==> src/rtl/assert_macros.svh <==
// Assertion helpers shared by the RTL.
`ifndef ASSERT_MACROS_SVH
`define ASSERT_MACROS_SVH

// Check a property on every rising clock edge outside reset.
`define CBM_ASSERT(lbl, clk, rst_n, prop, msg) \
  lbl: assert property (@(posedge clk) disable iff (!rst_n) prop) else $error(msg);

// Check a property on every rising clock edge, reset included.
`define CBM_ASSERT_ALWAYS(lbl, clk, prop, msg) \
  lbl: assert property (@(posedge clk) prop) else $error(msg);

`endif

==> src/rtl/cbm_pkg.sv <==
`timescale 1ns / 1ps
// ----------------------------------------------------------------------------
// cbm_pkg
// Types and constants for the cartridge bank mapper with cycle interrupt.
// ----------------------------------------------------------------------------
package cbm_pkg;

  localparam logic [1:0] OP_WRITE = 2'd0;
  localparam logic [1:0] OP_TICK  = 2'd1;
  localparam logic [1:0] OP_PRG   = 2'd2;
  localparam logic [1:0] OP_CHR   = 2'd3;

  localparam logic [1:0] KIND_PRG_ROM = 2'd0;
  localparam logic [1:0] KIND_PRG_RAM = 2'd1;
  localparam logic [1:0] KIND_CHR_ROM = 2'd2;
  localparam logic [1:0] KIND_NONE    = 2'd3;

  localparam logic [15:0] ADDR_PRG0     = 16'h8000;
  localparam logic [15:0] ADDR_PRG1     = 16'hA000;
  localparam logic [15:0] ADDR_PRG2     = 16'hC000;
  localparam logic [15:0] ADDR_MIRROR   = 16'h9000;
  localparam logic [15:0] ADDR_IRQ_EN   = 16'h9003;
  localparam logic [15:0] ADDR_IRQ_LOAD = 16'h9004;
  localparam logic [15:0] ADDR_RELOAD_H = 16'h9005;
  localparam logic [15:0] ADDR_RELOAD_L = 16'h9006;
  localparam logic [12:0] ADDR_CHR_BASE = 13'h1600;  // $B000 >> 3

  localparam logic [7:0] FIXED_LAST_BANK = 8'hFF;
  localparam logic [7:0] PRG_BANK2_RESET = 8'hFE;
  localparam int         MIRROR_H_BIT    = 6;
  localparam int         ENABLE_BIT      = 7;
  localparam int         NUM_PRG         = 3;
  localparam int         NUM_CHR         = 8;

  typedef struct packed {
    logic [1:0]  opcode;
    logic [15:0] address;
    logic [7:0]  data;
  } in_word_t;

  typedef struct packed {
    logic [20:0] mapped_address;
    logic [1:0]  mapped_kind;
    logic        irq_asserted;
    logic        mirror_horizontal;
  } out_word_t;

endpackage

==> src/rtl/cartridge_bank_mapper_irq_core.sv <==
`timescale 1ns / 1ps
// ----------------------------------------------------------------------------
// cartridge_bank_mapper_irq_core
// Bank mapper with PRG/CHR bank registers and a CPU-cycle down-counter IRQ.
//
//   channel | ports                           | moves
//   in      | in_valid, in_stall, in_word     | op, address, data
//   out     | out_valid, out_stall, out_word  | mapped address, kind, irq, mirror
//
// Each word passes through the input register and then the result register;
// one word per cycle is sustained while out_stall is low.
// State updates and the result are formed in the single pass between them.
// A stalled result holds the input register; reset presets banks, clears control.
// ----------------------------------------------------------------------------
`include "assert_macros.svh"

module cartridge_bank_mapper_irq_core
  import cbm_pkg::*;
(
  input  logic      clk,
  input  logic      rst_n,
  input  logic      in_valid,
  output logic      in_stall,
  input  in_word_t  in_word,
  output logic      out_valid,
  input  logic      out_stall,
  output out_word_t out_word
);

  logic      s1_valid_r;
  in_word_t  s1_word_r;
  logic      out_valid_r;
  out_word_t out_word_r;

  logic [7:0]  prg_bank_r [NUM_PRG];
  logic [7:0]  chr_bank_r [NUM_CHR];
  logic [7:0]  mirror_r, mirror_nxt;
  logic        irq_en_r, irq_en_nxt;
  logic [15:0] irq_count_r, irq_count_nxt;
  logic [15:0] irq_reload_r, irq_reload_nxt;
  logic        irq_line_r, irq_line_nxt;

  logic        advance;
  logic        fire;
  logic [15:0] count_dec;
  logic [1:0]  prg_slot;
  logic [7:0]  prg_sel;
  logic [20:0] mapped;
  logic [1:0]  kind;
  out_word_t   out_nxt;

  assign advance   = !out_valid_r || !out_stall;
  assign fire      = s1_valid_r && advance;
  assign in_stall  = s1_valid_r && !advance;
  assign out_valid = out_valid_r;
  assign out_word  = out_word_r;
  assign count_dec = irq_count_r - 16'd1;

  // control and counter next state
  always_comb begin
    mirror_nxt     = mirror_r;
    irq_en_nxt     = irq_en_r;
    irq_count_nxt  = irq_count_r;
    irq_reload_nxt = irq_reload_r;
    irq_line_nxt   = irq_line_r;
    if (s1_word_r.opcode == OP_WRITE) begin
      if (s1_word_r.address == ADDR_MIRROR) begin
        mirror_nxt = s1_word_r.data;
      end else if (s1_word_r.address == ADDR_IRQ_EN) begin
        irq_en_nxt   = s1_word_r.data[ENABLE_BIT];
        irq_line_nxt = 1'b0;
      end else if (s1_word_r.address == ADDR_IRQ_LOAD) begin
        irq_count_nxt = irq_reload_r;
        irq_line_nxt  = 1'b0;
      end else if (s1_word_r.address == ADDR_RELOAD_H) begin
        irq_reload_nxt = {s1_word_r.data, irq_reload_r[7:0]};
      end else if (s1_word_r.address == ADDR_RELOAD_L) begin
        irq_reload_nxt = {irq_reload_r[15:8], s1_word_r.data};
      end
    end else if (s1_word_r.opcode == OP_TICK) begin
      if (irq_en_r) begin
        irq_count_nxt = count_dec;
        if (count_dec == 16'd0) begin
          irq_line_nxt = 1'b1;
          irq_en_nxt   = 1'b0;
        end
      end
    end
  end

  // address translation
  assign prg_slot = s1_word_r.address[14:13];
  always_comb begin
    case (prg_slot)
      2'd0:    prg_sel = prg_bank_r[0];
      2'd1:    prg_sel = prg_bank_r[1];
      2'd2:    prg_sel = prg_bank_r[2];
      default: prg_sel = FIXED_LAST_BANK;
    endcase
  end

  always_comb begin
    mapped = 21'd0;
    kind   = KIND_NONE;
    case (s1_word_r.opcode)
      OP_PRG: begin
        if (s1_word_r.address[15]) begin
          mapped = {prg_sel, s1_word_r.address[12:0]};
          kind   = KIND_PRG_ROM;
        end else if (s1_word_r.address[14:13] == 2'b11) begin
          mapped = {8'd0, s1_word_r.address[12:0]};
          kind   = KIND_PRG_RAM;
        end
      end
      OP_CHR: begin
        if (s1_word_r.address[15:13] == 3'd0) begin
          mapped = {3'd0, chr_bank_r[s1_word_r.address[12:10]], s1_word_r.address[9:0]};
          kind   = KIND_CHR_ROM;
        end
      end
      default: begin
        mapped = 21'd0;
        kind   = KIND_NONE;
      end
    endcase
  end

  always_comb begin
    out_nxt.mapped_address    = mapped;
    out_nxt.mapped_kind       = kind;
    out_nxt.irq_asserted      = irq_line_nxt;
    out_nxt.mirror_horizontal = mirror_nxt[MIRROR_H_BIT];
  end

  // handshake stages
  always_ff @(posedge clk) begin
    if (!rst_n) begin
      s1_valid_r  <= 1'b0;
      out_valid_r <= 1'b0;
    end else begin
      if (advance) begin
        out_valid_r <= s1_valid_r;
      end
      if (!in_stall) begin
        s1_valid_r <= in_valid;
      end
    end
  end

  always_ff @(posedge clk) begin
    if (!in_stall && in_valid) begin
      s1_word_r <= in_word;
    end
    if (fire) begin
      out_word_r <= out_nxt;
    end
  end

  // mapper state
  always_ff @(posedge clk) begin
    if (!rst_n) begin
      prg_bank_r[0] <= 8'd0;
      prg_bank_r[1] <= 8'd1;
      prg_bank_r[2] <= PRG_BANK2_RESET;
      for (int i = 0; i < NUM_CHR; i++) begin
        chr_bank_r[i] <= 8'(i);
      end
      mirror_r     <= 8'd0;
      irq_en_r     <= 1'b0;
      irq_count_r  <= 16'd0;
      irq_reload_r <= 16'd0;
      irq_line_r   <= 1'b0;
    end else if (fire) begin
      mirror_r     <= mirror_nxt;
      irq_en_r     <= irq_en_nxt;
      irq_count_r  <= irq_count_nxt;
      irq_reload_r <= irq_reload_nxt;
      irq_line_r   <= irq_line_nxt;
      if (s1_word_r.opcode == OP_WRITE) begin
        if (s1_word_r.address == ADDR_PRG0) begin
          prg_bank_r[0] <= s1_word_r.data;
        end
        if (s1_word_r.address == ADDR_PRG1) begin
          prg_bank_r[1] <= s1_word_r.data;
        end
        if (s1_word_r.address == ADDR_PRG2) begin
          prg_bank_r[2] <= s1_word_r.data;
        end
        if (s1_word_r.address[15:3] == ADDR_CHR_BASE) begin
          chr_bank_r[s1_word_r.address[2:0]] <= s1_word_r.data;
        end
      end
    end
  end

  `CBM_ASSERT(a_en_line_excl, clk, rst_n, !(irq_en_r && irq_line_r), "irq enable and line both set")
  `CBM_ASSERT(a_line_rise_tick, clk, rst_n, $rose(irq_line_r) |-> $past(fire && (s1_word_r.opcode == OP_TICK)), "irq line rose without a tick")
  `CBM_ASSERT(a_hold_on_stall, clk, rst_n, (s1_valid_r && out_valid_r && out_stall) |=> s1_valid_r, "input register lost a word under stall")
  `CBM_ASSERT_ALWAYS(a_chr_range, clk, (out_valid_r && out_word_r.mapped_kind == KIND_CHR_ROM) |-> (out_word_r.mapped_address[20:18] == 3'd0), "chr address out of range")

endmodule
==> config.mk <==
export PLATFORM = sky130hd
export DESIGN_NAME = cartridge_bank_mapper_irq_core
export DESIGN_NICKNAME = d
export VERILOG_FILES = /design/src/rtl/cbm_pkg.sv /design/src/rtl/cartridge_bank_mapper_irq_core.sv
export VERILOG_INCLUDE_DIRS = /design/src /design/src/rtl
export SDC_FILE = /design/constraint.sdc
export NUM_CORES = 1
export LEC_CHECK = 0
export BUFFER_PORTS_ARGS = -buffer_cell sky130_fd_sc_hd__buf_2
export CORE_MARGIN = 2
export CORE_UTILIZATION = 60
export DETAILED_ROUTE_END_ITERATION = 10
export PLACE_DENSITY = 0.89
export SYNTH_ARGS = -nofsm -noshare
export SYNTH_HDL_FRONTEND = slang
export SYNTH_SLANG_ARGS = --single-unit
==> constraint.sdc <==
create_clock -name clk -period 5.4 [get_ports clk]
set_input_delay 0.54 -clock clk [delete_from_list [all_inputs] [get_ports clk]]
set_output_delay 0.54 -clock clk [all_outputs]
set_load 0.01 [all_outputs]
-- After elaboration in Yosys (flattened, before gate mapping)
Memory sizes are Yosys's and may differ from the RTL's. A register that Yosys moved wholly into a read port is not among the register bits.
Index checks and enable logic that the tools add are counted.
- $add $sub $neg: 1
- $mul: 0
- div/mod/pow operators: 0
- $lt $le $gt $ge: 0
- equality and inequality tests: 19
- shift operators: 0
- mux-type cells: 60
- bitwise operators: 7
- reduce and logical (&&, ||, !) cells: 20
- operators by type and width (operator ; number):
    $eq A16 B16 Y1 const B ; 8
    $mux W16 ; 7
    $pmux W21 S2 ; 1
    $mux W8 ; 5
    $mux W1 ; 36
    $pmux W8 S3 ; 1
    $mux W21 ; 1
    $mux W18 ; 1
    $logic_not A16 Y1 ; 1
    $sub A16 B1 Y16 const B ; 1
    $mux W7 ; 2
    $eq A13 B13 Y1 const B ; 1
    $mux W13 ; 1
    $reduce_and A6 Y1 ; 2
    $eq A2 B2 Y1 const B ; 4
    $ne A2 B2 Y1 const B ; 4
    $reduce_or A8 Y1 ; 1
    $reduce_and A7 Y1 ; 1
    $mux W3 ; 2
    $eq A2 B1 Y1 const B ; 2
    $logic_not A1 Y1 ; 4
    $logic_not A2 Y1 ; 2
    $mux W2 ; 2
    $not A1 Y1 ; 4
    other kinds (8) ; 13
- register bits after elaboration: 94
- bits in latches: 0
- memory bits (writable): 88
- ROM bits: 0
- output and inout bits: 27
- word-level logic and storage cells: 125
- memories: 2
- memory list (memory ; words ; width ; rd ports ; clocked after Yosys merged registers in ; write ports ; RTL line ; RTL):
    chr_bank_r ; 8 ; 8 ; 1 ; 1 ; 8 ; cartridge_bank_mapper_irq_core.sv:36 ; logic [7:0] chr_bank_r [NUM_CHR];
    prg_bank_r ; 3 ; 8 ; 3 ; 0 ; 3 ; cartridge_bank_mapper_irq_core.sv:35 ; logic [7:0] prg_bank_r [NUM_PRG];

-- Longest topological paths before layout
Gate-level depths: netlist (run 1).
- depth in word-level cells: 8
- depth in mapped cells: 7
- gate-level depth less buffers: 7

-- Least setup slack after synthesis (run 1)
No wires, ideal clock.
- path type: input to register
- from: input out_stall
- to: memory chr_bank_r[0][0] (enable)
- library setup time: 384 ps
- arrival: 3538 ps
- path slack: 1478 ps
- stages on the path: 5
- buffers on the path: 1
- cells stage by stage: a21boi_1 -> nand4_2 -> or2_1 -> buf_6 -> o21ai_0
- RTL lines (item ; RTL line ; RTL):
    start, declared ; cartridge_bank_mapper_irq_core.sv:26 ; input logic out_stall,
    end, declared ; cartridge_bank_mapper_irq_core.sv:36 ;

==> results of run 1 <==
synthesized netlist by cell type (all sizes together) (5+ instances only):
library cell,number,area (um^2)
mux2,11,123.9
nand2b,34,212.7
and3,15,95.09
mux2i,26,260.3
o211ai,5,37.54
edfxtp,139,4174
inv,11,41.29
nor2b,6,37.54
clkbuf,30,112.6
nor2,38,142.6
nor3,14,103.9
nand3,7,35.03
o22ai,19,118.9
buf,10,66.31
and2,59,369.1
nand4,5,37.53
nand2,33,123.9
nor4,10,120.1
mux4,16,360.4
o21ai,12,60.06
a21oi,20,100.1
or3,7,48.80
o31ai,10,75.07
dfxtp,40,800.8
through the flow:
step                hold slack, ps  power (mW)    util  cell area, um^2
finish                       278.4       2.842  0.6796             8929
global route                 267.1       2.904  0.6796             8929
CTS                          270.8       2.842  0.6796             8929
detailed placement           490.0       1.750  0.6399             8407
global placement             466.8       1.740  0.6399             8407
floorplan                    444.1       1.683       -             8038
worst reg2reg max path, cell delays in order (launching register included):
cell and delay, ps:
edfxtp_1 480, or2_1 560, or4_4 610, or2_1 460, o21ai_0 900
path summary, 6_finish.rpt:
| kind | from | to |
|---|---|---|
| worst max-delay path | s1_word_r[25] | chr_bank_r[0][0] |
| worst min-delay path | in_word[16] | s1_word_r[16] |
| worst max register to register | s1_word_r[25] | chr_bank_r[0][0] |
| worst min register to register | irq_count_r[15] | irq_count_r[15] |
sequential cells by signal, summed over array words and instances, names as in the netlist, named ones only:
name,cells
irq_count_r,16
out_valid,1
irq_line_r,1
prg_bank_r,24
mirror_r,1
s1_valid_r,1
out_word,25
chr_bank_r,64
irq_reload_r,16
prg_slot,2
s1_word_r,24
irq_en_r,1
power by group through the flow:
stage	Combinational, mW	Sequential (mW)	Clock (mW)
finish	0.145	1.58	1.12
global route	0.156	1.58	1.16
CTS	0.144	1.58	1.12
detailed placement	0.143	1.61	0
global placement	0.138	1.60	0
floorplan	0.110	1.57	0
logic make-up after synthesis:
logic type,Yosys count,synth area share
AOI/OAI and AO/OA,85,0.06756
xor gates and xnor gates,3,0.003270
adders and majority gates,2,0.003113
buffers and inverters,51,0.02740
DFF,179,0.6189
muxes,53,0.09262
and+or+nand+nor,247,0.1871
area by class of cell:
type	instances	area, um^2	share of cell area
clock inverters	5	27.53	0.003083
multi-input cells	390	2853	0.3195
repair buffers	61	317.8	0.03559
well taps	176	220.2	0.02466
clock buffers	27	494.2	0.05535
flip-flops and latches	179	4975	0.5572
inverters	11	41.29	0.004624
metal layers:
layer	vias to the layer above	GRT usage	wire length [um]
li1	2394	-	-
met1	2619	0.3424	7048
met2	270	0.4682	9500
met3	67	0.06702	1414
met4	0	0.1132	608
met5	-	0	0
==> flow_summary.json, run 1 <==
{
  "fillerInstances": 885,
  "finalClockSkew_ps": 9.821,
  "worstMarginPinSlew_ps": 1133,
  "portBuffers": 56,
  "clkSlewWorstSetupHoldPaths_ps": 60,
  "reg2reg_slack_ps": 2010,
  "yosysUniqueCellTypes": 57,
  "grt_pass1_wl_mm": 29.36,
  "async_flop_share": 0,
  "grt-ovfl-total": 0,
  "drc_errors": 0,
  "power_frac_comb": 0.051,
  "ant_nets": 0,
  "cts_resized": 0,
  "insertion_delay_ps": 440,
  "io_pins": 57,
  "num_antenna_cells": 0,
  "std_cell_rows": 42,
  "final_common_cell": "edfxtp_1",
  "finalWirelength_mm": 18.57,
  "antenna_found_initial": 0,
  "cpMostUsedCell": "or2_1",
  "syn_avg_cell_area_um2": 12.96,
  "rsz0062_at_grt": "false",
  "root_buffer": "clkbuf_16",
  "cts_buffers": 17,
  "grt_max_degree": 34,
  "postSynthCellCount": 620,
  "intPower_mw": 2.214,
  "ctsLongestPathBuffers": 2,
  "seqPwrFrac": 0.556,
  "htree_levels": 4,
  "cpPeakStageDelay_ps": 900,
  "cts_setup_buffers": 0,
  "mostFrequentLayoutCells": "139 x edfxtp_1, 59 x and2_1, 56 x buf_2",
  "tritoncts": "built",
  "drt-initial-drc-count": 636,
  "fin_crit_ps": 3391,
  "arrival_ps": 3440,
  "ys_seq_area_frac": 0.6189,
  "routed-via-count": 5350,
  "status": "complete, no violations",
  "worstPathMaxFanout": 18,
  "cp.depth": 4,
  "placeableCoreArea_um2": 13140,
  "crit_required_ps": 5450,
  "hold_violations": 0,
  "r2r_cells": 4,
  "max_slew_margin": 0.2438,
  "power-per-cell-area_nw_per_um2": 318.3,
  "crit_type": "flop to flop",
  "place.gp.congestion": 0.9595,
  "dp.cells": 817,
  "grt_pass1_vias": 5349,
  "nets": 692,
  "yosys_warnings": 0,
  "wl_per_cell_um": 21.87,
  "numClockSinks": 179,
  "die_area_um2": 14340,
  "swShare": 0.2208,
  "syn_area_um2": 8038,
  "vias_per_cell": 6.302,
  "max_freq_ghz": 0.2949,
  "min_path_cells": 1,
  "worstSetupStartpointType": "flop",
  "max_cap_viol_count": 0,
  "die_y_um": 119.7,
  "yosys_most_used_dff": "edfxtp_1",
  "finalCritPeriodShare": 0.6280,
  "pwr-share-clk": 0.393,
  "p_leak_nw": 3.284,
  "dp_hpwl_mm": 12.53,
  "end_kind": "flop",
  "crit_family": "simple AND/OR/NAND/NOR gates",
  "fin_setup_tns_ps": 0,
  "dp_slack_ps": 1955,
  "grtUsageTotal": 0.2764,
  "setup_violations": 0,
  "layout_setup_ws_ps": 2009,
  "syn_nets": 652,
  "synth_seq_cells": 179,
  "start_util": 0.6118,
  "maxSlewViolCount": 0,
  "cp_num_buf_inv": 0,
  "first_pass_iters": 5,
  "drive_above_1_share": 0.1917,
  "die_w_um": 119.7,
  "worstHoldPathType": "input pin to flop",
  "ir_drop_uv": 240.4,
  "switching_power_uw": 627.5,
  "cp_cell_sequence": "or2_1, or4_4, or2_1, o21ai_0",
  "ctsHoldBuffers": 0,
  "crit_slowest_cell": "o21ai_0",
  "stdcell_count": 849,
  "area_growth_pct": 11.08,
  "synth_edf_count": 139
}
Power figures use the tool's default switching activity.
==> inputs of run 2 (changes only) <==
==> constraint.sdc (replaced) <==
create_clock -name clk -period 3.3 [get_ports clk]
set_input_delay 0.33 -clock clk [delete_from_list [all_inputs] [get_ports clk]]
set_output_delay 0.33 -clock clk [all_outputs]
set_load 0.01 [all_outputs]
==> run 2 against run 1 <==
Net effect: sequential cell count unchanged; fmax increased by 15%; clock skew decreased by 0.57 ps; global-route usage decreased by 0.98 points; sequential power increased by 62%; sequential share of layout area decreased by 1.2 points; cell count increased by 1.5%; critical path depth increased by 1; first-iteration DRC count increased by 17%; design area increased by 2.1%; via count increased by 1.5%; register-to-register slack got worse by 1700 ps; critical path type unchanged.
==> flow_summary.json, run 2 (synthesis gave the netlist of run 1 again) <==
{
  "start_util": 0.6118,
  "grt_max_degree": 33,
  "drive_above_1_share": 0.2128,
  "num_antenna_cells": 0,
  "root_buffer": "clkbuf_16",
  "fin_setup_tns_ps": 0,
  "io_pins": 57,
  "tritoncts": "built",
  "worstHoldPathType": "input pin to flop",
  "r2r-start": "prg_slot[0]",
  "fin_crit_ps": 2959,
  "placeableCoreArea_um2": 13140,
  "grt_pass1_vias": 5295,
  "area_growth_pct": 13.43,
  "arrival_ps": 3060,
  "grtUsageTotal": 0.2666,
  "crit_type": "flop to flop",
  "power-per-cell-area_nw_per_um2": 541.7,
  "setup_violations": 0,
  "max_slew_margin": 0.4575,
  "hold_end": "s1_word_r[3]",
  "maxSlewViolCount": 0,
  "finalWirelength_mm": 18.21,
  "grt_pass1_wl_mm": 28.28,
  "status": "complete, no violations",
  "die_w_um": 119.7,
  "first_pass_iters": 7,
  "wl_per_cell_um": 21.13,
  "worstSetupStartpointType": "flop",
  "layout_setup_ws_ps": 341.0,
  "die_y_um": 119.7,
  "grt-ovfl-total": 0,
  "hold_violations": 0,
  "cts_buffers": 17,
  "fillerInstances": 848,
  "r2r_end": "chr_bank_r[1][2]",
  "rsz0062_at_grt": "false",
  "ctsHoldBuffers": 0,
  "finalClockSkew_ps": 9.250,
  "clkSlewWorstSetupHoldPaths_ps": 70,
  "max_freq_ghz": 0.3380,
  "place.gp.congestion": 0.9806,
  "cts_resized": 0,
  "antenna_found_initial": 0,
  "drt-initial-drc-count": 741,
  "ir_drop_uv": 473.1,
  "hold_start": "in_word[3]",
  "portBuffers": 56,
  "dp_hpwl_mm": 12.11,
  "max_cap_viol_count": 0,
  "drc_errors": 0,
  "largest_register": "chr_bank_r",
  "final_common_cell": "edfxtp_1",
  "vias_per_cell": 6.297,
  "mostFrequentLayoutCells": "139 x edfxtp_1, 59 x and2_1, 56 x buf_2",
  "std_cell_rows": 42,
  "min_path_cells": 1,
  "largest_reg_flops": 64,
  "die_area_um2": 14340,
  "cts_setup_buffers": 0,
  "routed-via-count": 5428,
  "worstMarginPinSlew_ps": 807.7,
  "insertion_delay_ps": 440,
  "end_kind": "flop",
  "nets": 705,
  "r2r_cells": 5,
  "worstPathMaxFanout": 12,
  "dp_slack_ps": 383.7,
  "htree_levels": 4,
  "reg2reg_slack_ps": 340,
  "finalCritPeriodShare": 0.8967,
  "ctsLongestPathBuffers": 2,
  "crit_required_ps": 3400,
  "ant_nets": 0,
  "numClockSinks": 179,
  "p_leak_nw": 3.387
}
run 2: changes by cell type in the layout (fill, tap and decap cells not counted), sizes merged:
cell / previous run / this run
clkbuf: 27 / 18
clkinv: 4 / 6
buf: 61 / 74
inv: 11 / 14
bufinv: 0 / 4
run 2: through the flow:
step	instances	hold slack, ps	utilization	area, um^2	total power, mW
4_1_cts	862	54.45	0.6940	9117	4.944
3_5_place_dp	830	481.6	0.6473	8504	2.866
6_report	862	66.51	0.6940	9117	4.939
5_1_grt	862	53.86	0.6940	9117	5.055
3_3_place_gp	830	459.2	0.6473	8504	2.855
2_1_floorplan	620	428.9	-	8041	2.754
run 2: cell type report:
class	count	area [um^2]	area share
clock buffers	18	429.2	0.04707
clock inverters	14	183.9	0.02017
inverters	11	41.29	0.004529
multi-input cells	390	2853	0.3129
flip-flops and latches	179	4975	0.5456
well taps	176	220.2	0.02415
repair buffers	74	415.4	0.04556
run 2: worst max path at each step:
| stage | from | end | cells past startpoint |
|---|---|---|---|
| floorplan | out_valid | chr_bank_r[0][0] | 5 |
| finish | prg_slot[0] | chr_bank_r[1][2] | 5 |
| global route | prg_slot[0] | chr_bank_r[1][2] | 5 |
| global placement | prg_slot[0] | chr_bank_r[1][3] | 5 |
| CTS | prg_slot[0] | chr_bank_r[1][7] | 5 |
| detailed placement | prg_slot[0] | chr_bank_r[1][5] | 5 |
run 2: worst max-delay path: stages, from the launching register on:
cell,delay [ps]
edfxtp_1,580
nand2b_1,320
or4_4,500
or2_1,470
nor3b_4,390
nand2b_1,360
run 2: power breakdown:
group	switching (mW)	total (mW)	leakage [nW]	internal, mW
Clock	0.846	2.11	0.298	1.26
Sequential	0.0674	2.56	1.66	2.50
Combinational	0.156	0.265	1.43	0.109
Total	1.07	4.94	3.39	3.87
run 2: routing by layer:
layer | vias to the layer above | wire length, um | global-route usage
met2 | 327 | 9053 | 0.4414
li1 | 2413 | - | -
met4 | 0 | 510 | 0.1015
met3 | 49 | 1635 | 0.05846
met1 | 2639 | 7013 | 0.3475
met5 | - | 0 | 0
